`src/design/bitmap_run_allocator_core_macros.svh`:
```
// assertion macros used by the allocator core
`ifndef BITMAP_RUN_ALLOCATOR_CORE_MACROS_SVH
`define BITMAP_RUN_ALLOCATOR_CORE_MACROS_SVH

// same-cycle implication, checked outside reset
`define BRAC_ASSERT_NOW(name, ante, cons) \
    name: assert property (@(posedge clk) disable iff (!rst_n) (ante) |-> (cons)) \
        else $error("allocator check failed: same-cycle rule");

// next-cycle implication, checked outside reset
`define BRAC_ASSERT_NEXT(name, ante, cons) \
    name: assert property (@(posedge clk) disable iff (!rst_n) (ante) |=> (cons)) \
        else $error("allocator check failed: next-cycle rule");

`endif

```
`src/design/brac_pkg.sv`:
```
// shared constants, codes and types of the bitmap run allocator
package brac_pkg;

    // map geometry
    localparam int MAP_BITS  = 4096;
    localparam int WORD_W    = 32;
    localparam int MAP_WORDS = MAP_BITS / WORD_W;
    localparam int MAP_BYTES = MAP_BITS / 8;
    localparam int WADDR_W   = $clog2(MAP_WORDS);
    localparam int BIT_W     = $clog2(WORD_W);
    localparam int REL_W     = $clog2(MAP_BITS);
    localparam int BCNT_W    = $clog2(MAP_BYTES + 1);
    localparam int NBITS_W   = BCNT_W + 3;

    // field widths
    localparam int IDX_W    = 32;
    localparam int FUNC_W   = 2;
    localparam int RUN_W    = 13;
    localparam int BYTES_W  = 10;
    localparam int STATUS_W = 2;

    // configuration port
    localparam int APB_DATA_W = 32;
    localparam int APB_ADDR_W = 3;
    localparam logic REG_BASE_INDEX   = 1'b0;
    localparam logic REG_BYTES_IN_USE = 1'b1;
    localparam logic [BYTES_W-1:0] BYTES_RESET = BYTES_W'(MAP_BYTES);

    // operation codes
    localparam logic [FUNC_W-1:0] FN_TEST = 2'd0;
    localparam logic [FUNC_W-1:0] FN_SET  = 2'd1;
    localparam logic [FUNC_W-1:0] FN_SCAN = 2'd2;

    // status codes
    localparam logic [STATUS_W-1:0] ST_OK       = 2'd0;
    localparam logic [STATUS_W-1:0] ST_RANGE    = 2'd1;
    localparam logic [STATUS_W-1:0] ST_NOTFOUND = 2'd2;

    typedef struct packed {
        logic [IDX_W-1:0]   base_index;
        logic [BYTES_W-1:0] bytes_in_use;
    } cfg_t;

    typedef struct packed {
        logic               re;
        logic [WADDR_W-1:0] raddr;
        logic               we;
        logic [WADDR_W-1:0] waddr;
        logic [WORD_W-1:0]  wdata;
    } mem_req_t;

    typedef struct packed {
        logic             hit;
        logic [2:0]       hit_pos;
        logic [RUN_W-1:0] run_out;
    } scan_res_t;

endpackage

```
`src/design/brac_in_if.sv`:
```
// request channel: one operation per item
interface brac_in_if;
    logic                         valid;
    logic                         ready;
    logic [brac_pkg::FUNC_W-1:0]  func;
    logic [brac_pkg::IDX_W-1:0]   index;
    logic                         new_value;
    logic [brac_pkg::RUN_W-1:0]   run_length;

    modport source (output valid, func, index, new_value, run_length, input ready);
    modport sink (input valid, func, index, new_value, run_length, output ready);
endinterface

```
`src/design/brac_out_if.sv`:
```
// response channel: one result per item
interface brac_out_if;
    logic                          valid;
    logic                          ready;
    logic                          bit_value;
    logic [brac_pkg::STATUS_W-1:0] status;
    logic [brac_pkg::IDX_W-1:0]    start_index;

    modport source (output valid, bit_value, status, start_index, input ready);
    modport sink (input valid, bit_value, status, start_index, output ready);
endinterface

```
`src/design/brac_cfg_regs.sv`:
```
// apb configuration registers: base index and bytes in use
module brac_cfg_regs (
    input  logic                                clk,
    input  logic                                rst_n,
    input  logic                                psel,
    input  logic                                penable,
    input  logic                                pwrite,
    input  logic [brac_pkg::APB_ADDR_W-1:0]     paddr,
    input  logic [brac_pkg::APB_DATA_W-1:0]     pwdata,
    output logic [brac_pkg::APB_DATA_W-1:0]     prdata,
    output logic                                pready,
    output brac_pkg::cfg_t                      cfg
);

    logic [brac_pkg::IDX_W-1:0]   base_reg;
    logic [brac_pkg::BYTES_W-1:0] bytes_reg;
    logic                         wr_en;
    logic                         reg_sel;

    assign pready  = 1'b1;
    assign wr_en   = psel && penable && pwrite;
    assign reg_sel = paddr[2];

    // register writes
    always_ff @(posedge clk or negedge rst_n)
    begin
        if (!rst_n)
        begin
            base_reg  <= '0;
            bytes_reg <= brac_pkg::BYTES_RESET;
        end
        else if (wr_en)
        begin
            unique case (reg_sel)
                brac_pkg::REG_BASE_INDEX:   base_reg  <= pwdata[brac_pkg::IDX_W-1:0];
                brac_pkg::REG_BYTES_IN_USE: bytes_reg <= pwdata[brac_pkg::BYTES_W-1:0];
                default:                    base_reg  <= base_reg;
            endcase
        end
    end

    // read back
    always_comb
    begin
        unique case (reg_sel)
            brac_pkg::REG_BASE_INDEX:   prdata = brac_pkg::APB_DATA_W'(base_reg);
            brac_pkg::REG_BYTES_IN_USE: prdata = brac_pkg::APB_DATA_W'(bytes_reg);
            default:                    prdata = '0;
        endcase
    end

    assign cfg.base_index   = base_reg;
    assign cfg.bytes_in_use = bytes_reg;

endmodule

```
`src/design/brac_map_store.sv`:
```
// map memory: one read and one write port, per-word valid bits clear it at reset
module brac_map_store (
    input  logic                            clk,
    input  logic                            rst_n,
    input  brac_pkg::mem_req_t              req,
    output logic [brac_pkg::WORD_W-1:0]     rdata
);

    logic [brac_pkg::WORD_W-1:0]    mem [brac_pkg::MAP_WORDS];
    logic [brac_pkg::MAP_WORDS-1:0] vld_reg;
    logic [brac_pkg::WORD_W-1:0]    rd_word_reg;
    logic                           rd_vld_reg;

    // storage array, no reset
    always_ff @(posedge clk)
    begin
        if (req.we)
        begin
            mem[req.waddr] <= req.wdata;
        end
        if (req.re)
        begin
            rd_word_reg <= mem[req.raddr];
        end
    end

    // written marks, cleared at reset
    always_ff @(posedge clk or negedge rst_n)
    begin
        if (!rst_n)
        begin
            vld_reg    <= '0;
            rd_vld_reg <= 1'b0;
        end
        else
        begin
            if (req.we)
            begin
                vld_reg[req.waddr] <= 1'b1;
            end
            if (req.re)
            begin
                rd_vld_reg <= vld_reg[req.raddr];
            end
        end
    end

    // a word never written reads as all clear
    assign rdata = rd_vld_reg ? rd_word_reg : '0;

endmodule

```
`src/design/brac_byte_scan.sv`:
```
// run counter over one map byte, lowest bit first
module brac_byte_scan (
    input  logic [7:0]                    byte_bits,
    input  logic [brac_pkg::RUN_W-1:0]    run_in,
    input  logic [brac_pkg::RUN_W-1:0]    want,
    output brac_pkg::scan_res_t           res
);

    always_comb
    begin
        logic [brac_pkg::RUN_W-1:0] run;
        logic                       hit;
        logic [2:0]                 pos;
        run = run_in;
        hit = 1'b0;
        pos = '0;
        // a set bit restarts the run; first position that reaches the want wins
        for (int j = 0; j < 8; j++)
        begin
            run = byte_bits[j] ? '0 : run + 1'b1;
            if (!hit && (run == want))
            begin
                hit = 1'b1;
                pos = 3'(j);
            end
        end
        res.hit     = hit;
        res.hit_pos = pos;
        res.run_out = run;
    end

endmodule

```
`src/design/bitmap_run_allocator_core.sv`:
```
// Bitmap first-fit allocator over a 4096-bit map held in a 128 x 32 synchronous memory.
// Test and set: an accepted item goes from lookup through execute to the result state
// (lookup goes straight to result on a range error or unused code). Scan: the byte
// scanner walks the map bytes one per cycle, then the run words are written back one
// per cycle. A new item is taken only in idle. Reset (rst_n low, asynchronous) clears control,
// the configuration registers and the per-word valid marks, so the whole map reads as clear at once.
`include "bitmap_run_allocator_core_macros.svh"

module bitmap_run_allocator_core (
    input  logic                              clk,
    input  logic                              rst_n,
    input  logic                              psel,
    input  logic                              penable,
    input  logic                              pwrite,
    input  logic [brac_pkg::APB_ADDR_W-1:0]   paddr,
    input  logic [brac_pkg::APB_DATA_W-1:0]   pwdata,
    output logic [brac_pkg::APB_DATA_W-1:0]   prdata,
    output logic                              pready,
    brac_in_if.sink                           req,
    brac_out_if.source                        rsp
);

    typedef enum logic [5:0] {
        S_IDLE   = 6'b000001,
        S_LOOKUP = 6'b000010,
        S_EXEC   = 6'b000100,
        S_SCAN   = 6'b001000,
        S_FILL   = 6'b010000,
        S_RESULT = 6'b100000
    } state_t;

    brac_pkg::cfg_t      cfg;
    brac_pkg::mem_req_t  mem_req;
    brac_pkg::scan_res_t scan_res;
    logic [brac_pkg::WORD_W-1:0] rdata;

    state_t state_reg, state_next;

    // accepted item
    logic [brac_pkg::FUNC_W-1:0] func_reg;
    logic [brac_pkg::IDX_W-1:0]  index_reg;
    logic                        nv_reg;
    logic [brac_pkg::RUN_W-1:0]  want_reg;

    // work registers
    logic [brac_pkg::REL_W-1:0]   rel_reg, rel_next;
    logic [brac_pkg::BCNT_W-1:0]  bcnt_reg, bcnt_next;
    logic [brac_pkg::RUN_W-1:0]   run_reg, run_next;
    logic [brac_pkg::REL_W-1:0]   start_rel_reg, start_rel_next;
    logic [brac_pkg::REL_W-1:0]   end_rel_reg, end_rel_next;
    logic [brac_pkg::WADDR_W-1:0] fw_reg, fw_next;

    // pending result
    logic                          res_bit_reg, res_bit_next;
    logic [brac_pkg::STATUS_W-1:0] res_status_reg, res_status_next;
    logic [brac_pkg::IDX_W-1:0]    res_start_reg, res_start_next;

    // output register
    logic                          out_valid_reg;
    logic                          out_bit_reg;
    logic [brac_pkg::STATUS_W-1:0] out_status_reg;
    logic [brac_pkg::IDX_W-1:0]    out_start_reg;
    logic                          load_out;

    // helpers
    logic                          in_accept;
    logic [brac_pkg::BCNT_W-1:0]   nbytes_eff;
    logic [brac_pkg::NBITS_W-1:0]  nbits;
    logic [brac_pkg::IDX_W-1:0]    diff;
    logic                          in_range;
    logic [brac_pkg::BCNT_W-1:0]   bcnt_inc;
    logic [7:0]                    cur_byte;
    logic [brac_pkg::REL_W-1:0]    hit_end;
    logic [brac_pkg::RUN_W-1:0]    hit_start_full;
    logic [brac_pkg::REL_W-1:0]    hit_start;
    logic [brac_pkg::WORD_W-1:0]   bit_mask;
    logic [brac_pkg::BIT_W-1:0]    fill_lo;
    logic [brac_pkg::BIT_W-1:0]    fill_hi;
    logic [brac_pkg::WORD_W-1:0]   fill_mask;
    logic                          fill_last;

    brac_cfg_regs u_cfg (
        .clk     (clk),
        .rst_n   (rst_n),
        .psel    (psel),
        .penable (penable),
        .pwrite  (pwrite),
        .paddr   (paddr),
        .pwdata  (pwdata),
        .prdata  (prdata),
        .pready  (pready),
        .cfg     (cfg)
    );

    brac_map_store u_store (
        .clk   (clk),
        .rst_n (rst_n),
        .req   (mem_req),
        .rdata (rdata)
    );

    brac_byte_scan u_scan (
        .byte_bits (cur_byte),
        .run_in    (run_reg),
        .want      (want_reg),
        .res       (scan_res)
    );

    assign req.ready = (state_reg == S_IDLE);
    assign in_accept = req.valid && req.ready;

    // bytes in use, limited to the map size
    assign nbytes_eff = (32'(cfg.bytes_in_use) > 32'(brac_pkg::MAP_BYTES))
                      ? brac_pkg::BCNT_W'(brac_pkg::MAP_BYTES)
                      : brac_pkg::BCNT_W'(cfg.bytes_in_use);
    assign nbits      = {nbytes_eff, 3'b000};

    // index relative to the base, range check
    assign diff     = index_reg - cfg.base_index;
    assign in_range = (index_reg >= cfg.base_index) && (diff < 32'(nbits));

    // scan datapath
    assign bcnt_inc       = bcnt_reg + 1'b1;
    assign cur_byte       = rdata[{bcnt_reg[1:0], 3'b000} +: 8];
    assign hit_end        = {bcnt_reg[brac_pkg::REL_W-4:0], scan_res.hit_pos};
    assign hit_start_full = brac_pkg::RUN_W'(hit_end) + 1'b1 - want_reg;
    assign hit_start      = hit_start_full[brac_pkg::REL_W-1:0];

    // single-bit update mask
    assign bit_mask = brac_pkg::WORD_W'(1) << rel_reg[brac_pkg::BIT_W-1:0];

    // run mask for the word being filled
    assign fill_lo   = (fw_reg == start_rel_reg[brac_pkg::REL_W-1:brac_pkg::BIT_W])
                     ? start_rel_reg[brac_pkg::BIT_W-1:0] : '0;
    assign fill_last = (fw_reg == end_rel_reg[brac_pkg::REL_W-1:brac_pkg::BIT_W]);
    assign fill_hi   = fill_last ? end_rel_reg[brac_pkg::BIT_W-1:0]
                                 : brac_pkg::BIT_W'(brac_pkg::WORD_W - 1);
    assign fill_mask = ({brac_pkg::WORD_W{1'b1}} << fill_lo)
                     & ({brac_pkg::WORD_W{1'b1}}
                        >> (brac_pkg::BIT_W'(brac_pkg::WORD_W - 1) - fill_hi));

    // sequencer
    always_comb
    begin
        state_next      = state_reg;
        rel_next        = rel_reg;
        bcnt_next       = bcnt_reg;
        run_next        = run_reg;
        start_rel_next  = start_rel_reg;
        end_rel_next    = end_rel_reg;
        fw_next         = fw_reg;
        res_bit_next    = res_bit_reg;
        res_status_next = res_status_reg;
        res_start_next  = res_start_reg;
        mem_req         = '0;
        load_out        = 1'b0;

        unique case (state_reg)
            S_IDLE:
            begin
                if (req.valid)
                begin
                    state_next = S_LOOKUP;
                end
            end

            S_LOOKUP:
            begin
                res_bit_next    = 1'b0;
                res_status_next = brac_pkg::ST_OK;
                res_start_next  = '0;
                bcnt_next       = '0;
                run_next        = '0;
                rel_next        = diff[brac_pkg::REL_W-1:0];
                unique case (func_reg)
                    brac_pkg::FN_TEST, brac_pkg::FN_SET:
                    begin
                        if (in_range)
                        begin
                            mem_req.re    = 1'b1;
                            mem_req.raddr = diff[brac_pkg::REL_W-1:brac_pkg::BIT_W];
                            state_next    = S_EXEC;
                        end
                        else
                        begin
                            res_status_next = brac_pkg::ST_RANGE;
                            state_next      = S_RESULT;
                        end
                    end
                    brac_pkg::FN_SCAN:
                    begin
                        res_status_next = brac_pkg::ST_NOTFOUND;
                        if ((want_reg == '0) || (nbytes_eff == '0))
                        begin
                            state_next = S_RESULT;
                        end
                        else
                        begin
                            mem_req.re    = 1'b1;
                            mem_req.raddr = '0;
                            state_next    = S_SCAN;
                        end
                    end
                    default:
                    begin
                        state_next = S_RESULT;
                    end
                endcase
            end

            S_EXEC:
            begin
                if (func_reg == brac_pkg::FN_TEST)
                begin
                    res_bit_next = rdata[rel_reg[brac_pkg::BIT_W-1:0]];
                end
                else
                begin
                    mem_req.we    = 1'b1;
                    mem_req.waddr = rel_reg[brac_pkg::REL_W-1:brac_pkg::BIT_W];
                    mem_req.wdata = nv_reg ? (rdata | bit_mask) : (rdata & ~bit_mask);
                end
                state_next = S_RESULT;
            end

            S_SCAN:
            begin
                run_next = scan_res.run_out;
                if (scan_res.hit)
                begin
                    start_rel_next = hit_start;
                    end_rel_next   = hit_end;
                    fw_next        = hit_start[brac_pkg::REL_W-1:brac_pkg::BIT_W];
                    mem_req.re     = 1'b1;
                    mem_req.raddr  = hit_start[brac_pkg::REL_W-1:brac_pkg::BIT_W];
                    state_next     = S_FILL;
                end
                else
                begin
                    bcnt_next = bcnt_inc;
                    if (bcnt_inc == nbytes_eff)
                    begin
                        state_next = S_RESULT;
                    end
                    else if (bcnt_inc[1:0] == 2'b00)
                    begin
                        // fetch the next map word
                        mem_req.re    = 1'b1;
                        mem_req.raddr = bcnt_inc[brac_pkg::WADDR_W+1:2];
                    end
                end
            end

            S_FILL:
            begin
                mem_req.we    = 1'b1;
                mem_req.waddr = fw_reg;
                mem_req.wdata = rdata | fill_mask;
                if (fill_last)
                begin
                    res_status_next = brac_pkg::ST_OK;
                    res_start_next  = cfg.base_index + brac_pkg::IDX_W'(start_rel_reg);
                    state_next      = S_RESULT;
                end
                else
                begin
                    fw_next       = fw_reg + 1'b1;
                    mem_req.re    = 1'b1;
                    mem_req.raddr = fw_reg + 1'b1;
                end
            end

            S_RESULT:
            begin
                if (!out_valid_reg || rsp.ready)
                begin
                    load_out   = 1'b1;
                    state_next = S_IDLE;
                end
            end

            default:
            begin
                state_next = S_IDLE;
            end
        endcase
    end

    // control state
    always_ff @(posedge clk or negedge rst_n)
    begin
        if (!rst_n)
        begin
            state_reg     <= S_IDLE;
            out_valid_reg <= 1'b0;
        end
        else
        begin
            state_reg <= state_next;
            if (load_out)
            begin
                out_valid_reg <= 1'b1;
            end
            else if (rsp.ready)
            begin
                out_valid_reg <= 1'b0;
            end
        end
    end

    // payload and work registers
    always_ff @(posedge clk)
    begin
        if (in_accept)
        begin
            func_reg  <= req.func;
            index_reg <= req.index;
            nv_reg    <= req.new_value;
            want_reg  <= req.run_length;
        end
        rel_reg        <= rel_next;
        bcnt_reg       <= bcnt_next;
        run_reg        <= run_next;
        start_rel_reg  <= start_rel_next;
        end_rel_reg    <= end_rel_next;
        fw_reg         <= fw_next;
        res_bit_reg    <= res_bit_next;
        res_status_reg <= res_status_next;
        res_start_reg  <= res_start_next;
        if (load_out)
        begin
            out_bit_reg    <= res_bit_reg;
            out_status_reg <= res_status_reg;
            out_start_reg  <= res_start_reg;
        end
    end

    assign rsp.valid       = out_valid_reg;
    assign rsp.bit_value   = out_bit_reg;
    assign rsp.status      = out_status_reg;
    assign rsp.start_index = out_start_reg;

    // checks
    `BRAC_ASSERT_NOW(a_no_rw_clash, mem_req.re && mem_req.we, mem_req.raddr != mem_req.waddr)
    `BRAC_ASSERT_NOW(a_write_states, mem_req.we, (state_reg == S_EXEC) || (state_reg == S_FILL))
    `BRAC_ASSERT_NEXT(a_accept_lookup, in_accept, state_reg == S_LOOKUP)
    `BRAC_ASSERT_NOW(a_start_only_ok, rsp.valid && (rsp.status != brac_pkg::ST_OK), rsp.start_index == '0)

endmodule
```
`src/flat_wrapper.sv`:
```
// flat-port wrapper written by rule: the top's interface ports become plain ports
module bitmap_run_allocator_core_flat 
  (clk, rst_n, psel, penable, pwrite, paddr, pwdata, prdata, pready, req_valid, req_func, req_index, req_new_value, req_run_length, req_ready, rsp_valid, rsp_bit_value, rsp_status, rsp_start_index, rsp_ready);
  brac_in_if req_i ();
  brac_out_if rsp_i ();
  input  logic clk;
  input  logic rst_n;
  input  logic psel;
  input  logic penable;
  input  logic pwrite;
  input  logic [brac_pkg::APB_ADDR_W-1:0] paddr;
  input  logic [brac_pkg::APB_DATA_W-1:0] pwdata;
  output logic [brac_pkg::APB_DATA_W-1:0] prdata;
  output logic pready;
  input wire logic [$bits(req_i.valid)-1:0] req_valid;
  input wire logic [$bits(req_i.func)-1:0] req_func;
  input wire logic [$bits(req_i.index)-1:0] req_index;
  input wire logic [$bits(req_i.new_value)-1:0] req_new_value;
  input wire logic [$bits(req_i.run_length)-1:0] req_run_length;
  output wire logic [$bits(req_i.ready)-1:0] req_ready;
  output wire logic [$bits(rsp_i.valid)-1:0] rsp_valid;
  output wire logic [$bits(rsp_i.bit_value)-1:0] rsp_bit_value;
  output wire logic [$bits(rsp_i.status)-1:0] rsp_status;
  output wire logic [$bits(rsp_i.start_index)-1:0] rsp_start_index;
  input wire logic [$bits(rsp_i.ready)-1:0] rsp_ready;
  assign req_i.valid = req_valid;
  assign req_i.func = req_func;
  assign req_i.index = req_index;
  assign req_i.new_value = req_new_value;
  assign req_i.run_length = req_run_length;
  assign req_ready = req_i.ready;
  assign rsp_valid = rsp_i.valid;
  assign rsp_bit_value = rsp_i.bit_value;
  assign rsp_status = rsp_i.status;
  assign rsp_start_index = rsp_i.start_index;
  assign rsp_i.ready = rsp_ready;
  bitmap_run_allocator_core u_core (.clk(clk), .rst_n(rst_n), .psel(psel), .penable(penable), .pwrite(pwrite), .paddr(paddr), .pwdata(pwdata), .prdata(prdata), .pready(pready), .req(req_i), .rsp(rsp_i));
endmodule
```
`config.mk`:
```
export PLATFORM = sky130hd
export DESIGN_NAME = bitmap_run_allocator_core_flat
export DESIGN_NICKNAME = d
export VERILOG_FILES = /design/src/design/brac_pkg.sv /design/src/design/brac_in_if.sv /design/src/design/brac_out_if.sv /design/src/design/brac_cfg_regs.sv /design/src/design/brac_map_store.sv /design/src/design/brac_byte_scan.sv /design/src/design/bitmap_run_allocator_core.sv /design/src/flat_wrapper.sv
export VERILOG_INCLUDE_DIRS = /design/src /design/src/design
export SDC_FILE = /design/constraint.sdc
export NUM_CORES = 2
export LEC_CHECK = 0
export BUFFER_PORTS_ARGS = -buffer_cell sky130_fd_sc_hd__buf_4
export CAP_MARGIN = 20
export CORE_MARGIN = 2
export CORE_UTILIZATION = 60
export CTS_CLUSTER_SIZE = 40
export DETAILED_ROUTE_END_ITERATION = 6
export PLACE_DENSITY = 0.79
export SLEW_MARGIN = 20
export SYNTH_ARGS = -nofsm -noshare
export SYNTH_HDL_FRONTEND = slang
export SYNTH_HIERARCHICAL = 1
export SYNTH_SLANG_ARGS = --single-unit
```
`constraint.sdc`:
```
create_clock -name clk -period 25.6 [get_ports clk]
set_input_delay 3.84 -clock clk [delete_from_list [all_inputs] [get_ports clk]]
set_output_delay 3.84 -clock clk [all_outputs]
set_load 0.05 [all_outputs]
```
Word level (Yosys, flattened, before mapping)
Memories as Yosys holds them, arrays and structs flattened. A register that Yosys moved wholly into a read port is not among the register bits.
Index checks and enable logic that the tools add are counted.
- flip-flop bits (word level): 362
- memory bits (writable): 4096
- bits of input ports: 90
- output and inout port bits: 70
- memories kept: 1
- $add $sub $neg: 15
- magnitude comparators: 7
- equal/unequal tests: 27
- shifts and indexed selects: 4
- multiplexer cells: 74
- bitwise operators: 7
- reductions and logical operators: 40
- memories (name ; depth ; bits a word ; rd ports ; clocked after memory_dff ; wr ports ; RTL line ; text):
    u_core.u_store.mem ; 128 ; 32 ; 1 ; 1 ; 1 ; brac_map_store.sv:9 ; logic [brac_pkg::WORD_W-1:0] mem [brac_pkg::MAP_WORDS];
- operators with widths (kind ; count):
    128-bit bitwise OR ; 1
    32-bit one-hot mux with 2 select lines ; 2
    13-bit by 1-bit adder with 13-bit output, second input constant ; 8
    13-bit equality test ; 8
    13-bit 2-to-1 mux ; 8
    32-bit 2-to-1 mux ; 3
    40-bit one-hot mux with 2 select lines ; 1
    32-bit AND ; 2
    32-bit bitwise OR ; 2
    8-bit 2-to-1 mux ; 6
    6-bit 2-to-1 mux ; 7
    40-bit 2-to-1 mux ; 1
    6-bit one-hot mux with 6 select lines ; 1
    32-bit by 12-bit adder with 32-bit output ; 1
    32-bit >= comparator ; 1
    32-bit by 13-bit < comparator with 1-bit output ; 1
    32-bit inverter ; 1
    32-bit by 6-bit variable part select with 8-bit output ; 1
    1-bit by 5-bit << shifter with 32-bit output, first input constant ; 1
    32-bit by 5-bit << shifter with 32-bit output, first input constant ; 1
    32-bit by 5-bit right shift with 32-bit output, first input constant ; 1
    32-bit subtractor ; 1
    13-bit one-hot mux with 2 select lines ; 1
    8-bit one-hot mux with 3 select lines ; 1
    49 further kinds ; 113

Longest topological paths before layout
- depth after elaboration: 32
- gate-level depth with buffers: 57
- gate-level depth less buffers: 51

Modules after synthesis
The synthesis kept the hierarchy.
- modules (own cells, without submodules) (module ; times used ; cells each ; area an instance (sq um)):
    brac_map_store ; 1 ; 6470 ; 161343.5
    bitmap_run_allocator_core ; 1 ; 1339 ; 13085.0
    brac_byte_scan ; 1 ; 777 ; 5348.9
    brac_cfg_regs ; 1 ; 127 ; 1993.2

Worst setup path before layout
OpenSTA, ideal clock, no wires.
- path type: register to register
- start point: register u_core/bcnt_reg[0] (netlist name)
- end point: register u_core/u_store/rd_word_reg[24] (netlist name), read port of u_core.u_store.mem (data pin)
- arrival time: 11439 ps
- setup slack: 13901 ps
- cell stages (with the launch flop): 53
- clock period less this slack: 11699 ps
- cell sequence: edfxtp_1 > clkbuf_1 > buf_2 > mux4_2 > buf_2 > buf_2 > buf_1 > nor2b_1 > ha_1 > nand2b_1 > inv_1 > ha_1 > clkbuf_1 > or4_4 > a31oi_1 > xor3_1 > or3_4 > a21oi_2 > [17 not listed] > inv_1 > fa_1 > nor2b_1 > o21ai_0 > a21boi_0 > o21ai_0 > a21oi_1 > xor2_1 > o2bb2ai_1 > a21oi_1 > o21ai_0 > buf_2 > inv_2 > buf_2 > buf_1 > mux4_2 > o22ai_1 > nor4_1
- RTL lines (element ; RTL line ; text):
    from (decl) ; bitmap_run_allocator_core.sv:47 ; logic [brac_pkg::BCNT_W-1:0] bcnt_reg, bcnt_next;
    from (signal assigned) ; bitmap_run_allocator_core.sv:322 ; bcnt_reg <= bcnt_next;
    to (decl) ; brac_map_store.sv:11 ; logic [brac_pkg::WORD_W-1:0] rd_word_reg;

==> metrics <==
CP max stage cell=o22ai_1; cts hold-fix bufs=0; core box area=around 300000 um^2; Initial Util=roughly three fifths; layout cells sized above 1=between 20% and 30%; Hold WC Path Type=flip-flop to flip-flop; DIE AREA=~310000 um^2; max-slew violations=0; worst reg-to-reg path cell count=49; layout net count=about 9300; global-route usage over all layers=between 30% and 40%; post-synthesis sequential area ratio=73.7%; critical path launch point=u_core/u_store/rd_vld_reg; chip width=554 um; cells after synthesis=~8700; yosys warns=6; ranking of synthesized cells by area=edfxtp_1 71%, mux4_2 16%, dfrtp_1 2.4%; first-pass GRT wire length=between 700 and 800 mm; number of synthesized flops with an enable pin=between 4000 and 5000; CTS resizes=0; Largest stage delay, worst path=1030 ps; num rows=202; Final Worst Setup Slack=about 8000 ps; status=finished, violations left; max_cap viols=0; initial antenna violation count=31; post-synth top area share=a little under three quarters; synthesis-to-finish area growth=12.1%; fin crit share=68.8%; total gr overflow=0; Power Dens Cells=around 77 nW/um^2; top post-synthesis cells by count=4312 x edfxtp_1, 1324 x mux4_2, 326 x nor2_1; # DRC=2; Final HPWL DP=between 200 and 300 mm; maximum vdd drop=about 0.067 mV; Yosys reg bits=between 4000 and 5000; Routed wire per std cell=around 40 um; nature of the critical path endpoint=flip-flop; vias per inst=around 7.3; CTS tree=done; Post-CTS Setup Inserts=0; die height=approximately 550 um; failing checks=DRC; top cell type by total area after synthesis=edfxtp_1; actual slew at the worst max-slew pin=1410 ps; remaining antenna violation count after routing=0; Worst Path Arrival=approximately 18000 ps; syn_nets=~9000; Final GP Congestion=between 0.9 and 1; clock-pin transition on the worst setup and hold timing paths=approximately 70 ps; port bufs=156; Worst R2R Start=u_core/u_store/rd_vld_reg; worst skew pair latency=between 1000 and 1500 ps; P_leak=just over 0.07 uW; cell area after synthesis=~180000 um^2; unrepaired setup endpoints after global routing=no; Post-Layout Cell Count=13500; Clock Sinks=4490; library cells used by synthesis=roughly 120; CP startpoint kind=flip-flop; largest net degree at the start of global routing=approximately 130; minimum clock period=17600 ps; DR pass1 iterations=7; total power=~16000 uW; Clock Skews=between 70 and 80 ps; most used cell, CP=inv_1; Worst R2R Setup Slack=approximately 8000 ps; dpl cells=between 10000 and 15000; count leader, synth=edfxtp_1; vias in the first global route=approximately 100k; CTS H-Tree Depth=5; Final Hold Viols=0; Largest register FFs=between 4000 and 5000; critical path peak fanout=52; clk root buf=clkbuf_16; setup violators final=0; crit path capture=u_core/u_store/rd_word_reg[24]; Slew headroom=around 6.3%; CTS Buf Count=424; initial DRC count=~17000; Avg Cell Area, Syn=around 21 um^2; asr flop ratio synth=3.96%; setup TNS=0 ps; Reg2Reg Capture Point=u_core/u_store/rd_word_reg[24]; main flop type after synthesis=edfxtp_1; dpl ws=between 8000 and 9000 ps; Routed Wire Length=about 540 mm; WS Path Type=flip-flop to flip-flop; Clock Tree Buf Depth=4; Via Count=between 90000 and 100k; Ports=160; fmax=roughly 57 MHz; WP data required=approximately 26000 ps
==> worst max-delay path, delay by kind of cell (launching register included) <==
family	cells	cell delay, ps
adder cells (fa/ha/maj)	5	1510
AO/OA/AOI/OAI	15	4520
AND/OR/NAND/NOR	12	3200
XOR/XNOR	2	390
flip-flops	1	940
multiplexers	4	2850
buffers and inverters	11	3700
==> cell type report <==
cell class	instances	area [um^2]
Sequential cell	4490	134000
Fill cell	17200	98300
Multi-Input combinational cell	3654	46800
Clock buffer	520	11200
Tap cell	3978	4980
Timing Repair Buffer	436	3540
Clock inverter	271	2700
Inverter	112	428
Antenna cell	18	45.0
==> stage by stage <==
stage | util, % | area, um^2 | hold slack [ps]
6_report | 67.4 | 204000 | 408
5_1_grt | 67.4 | 204000 | 411
4_1_cts | 67.4 | 203000 | 411
3_5_place_dp | 62.8 | 190000 | 405
3_3_place_gp | 62.7 | 189000 | 401
2_1_floorplan | - | 182000 | 400
==> cell families (layout without fill, tap and decap cells) <==
| logic type | count (synthesis) | in the layout | synth area share, % |
|---|---|---|---|
| flops | 4490 | 4490 | 73.7 |
| mux | 1448 | 1448 | 17.2 |
| simple gates | 1229 | 1229 | 3.59 |
| compound gates | 661 | 661 | 2.42 |
| buf+inv | 569 | 1339 | 1.34 |
| xor+xnor | 227 | 227 | 1.14 |
| fa+ha+maj | 88 | 88 | 0.618 |
| other cells | 1 | 19 | 0.00206 |
==> routing by layer <==
layer	share of wire (%)	GRT usage, %	vias to the layer above
met1	31	44.0	50600
met4	7.2	20.0	37
met5	0.17	0.438	-
met2	47	54.9	9017
met3	14	10.2	2029
li1	-	-	37200
==> report_power, final <==
group	internal, uW	switching (uW)
clock	3610	2850
combinational	405	656
sequential	8010	78.1
total	12000	3590
==> worst min path at each step <==
stage / start / endpoint / slack [ps] / depth (start not counted)
2_1_floorplan: u_core/res_bit_reg / u_core/rsp.bit_value / 400 / 0
3_3_place_gp: u_core/res_status_reg[1] / u_core/rsp.status[1] / 400 / 0
3_5_place_dp: u_core/res_start_reg[0] / u_core/rsp.start_index[0] / 400 / 0
4_1_cts: u_core/res_start_reg[17] / u_core/rsp.start_index[17] / 410 / 0
5_1_grt: u_core/res_start_reg[17] / u_core/rsp.start_index[17] / 410 / 0
6_report: u_core/res_start_reg[17] / u_core/rsp.start_index[17] / 410 / 0
==> layout by cell type (no fill, tap or decap), types with 23 or more instances in the layout <==
master	instances
a31oi_1	29
mux2_4	31
clkbuf_1	78
clkinv_1	93
o21ai_0	110
nand3_1	72
xnor2_1	123
a21oi_1	119
ha_1	85
and3_1	23
buf_4	417
or3_1	33
clkbuf_16	432
or2_2	147
bufinv_16	48
nor3_1	61
clkinv_2	94
inv_1	108
nor2_1	198
mux2_2	33
nor2_4	128
o22ai_1	136
xor2_1	96
dfrtp_1	176
and2_1	67
nor4_1	58
nand4_1	52
nand2b_1	23
nand2_1	189
edfxtp_1	4312
mux4_2	1324
nor2b_1	56
mux2i_1	56
No activity file was read; power rests on OpenSTA's default activity.
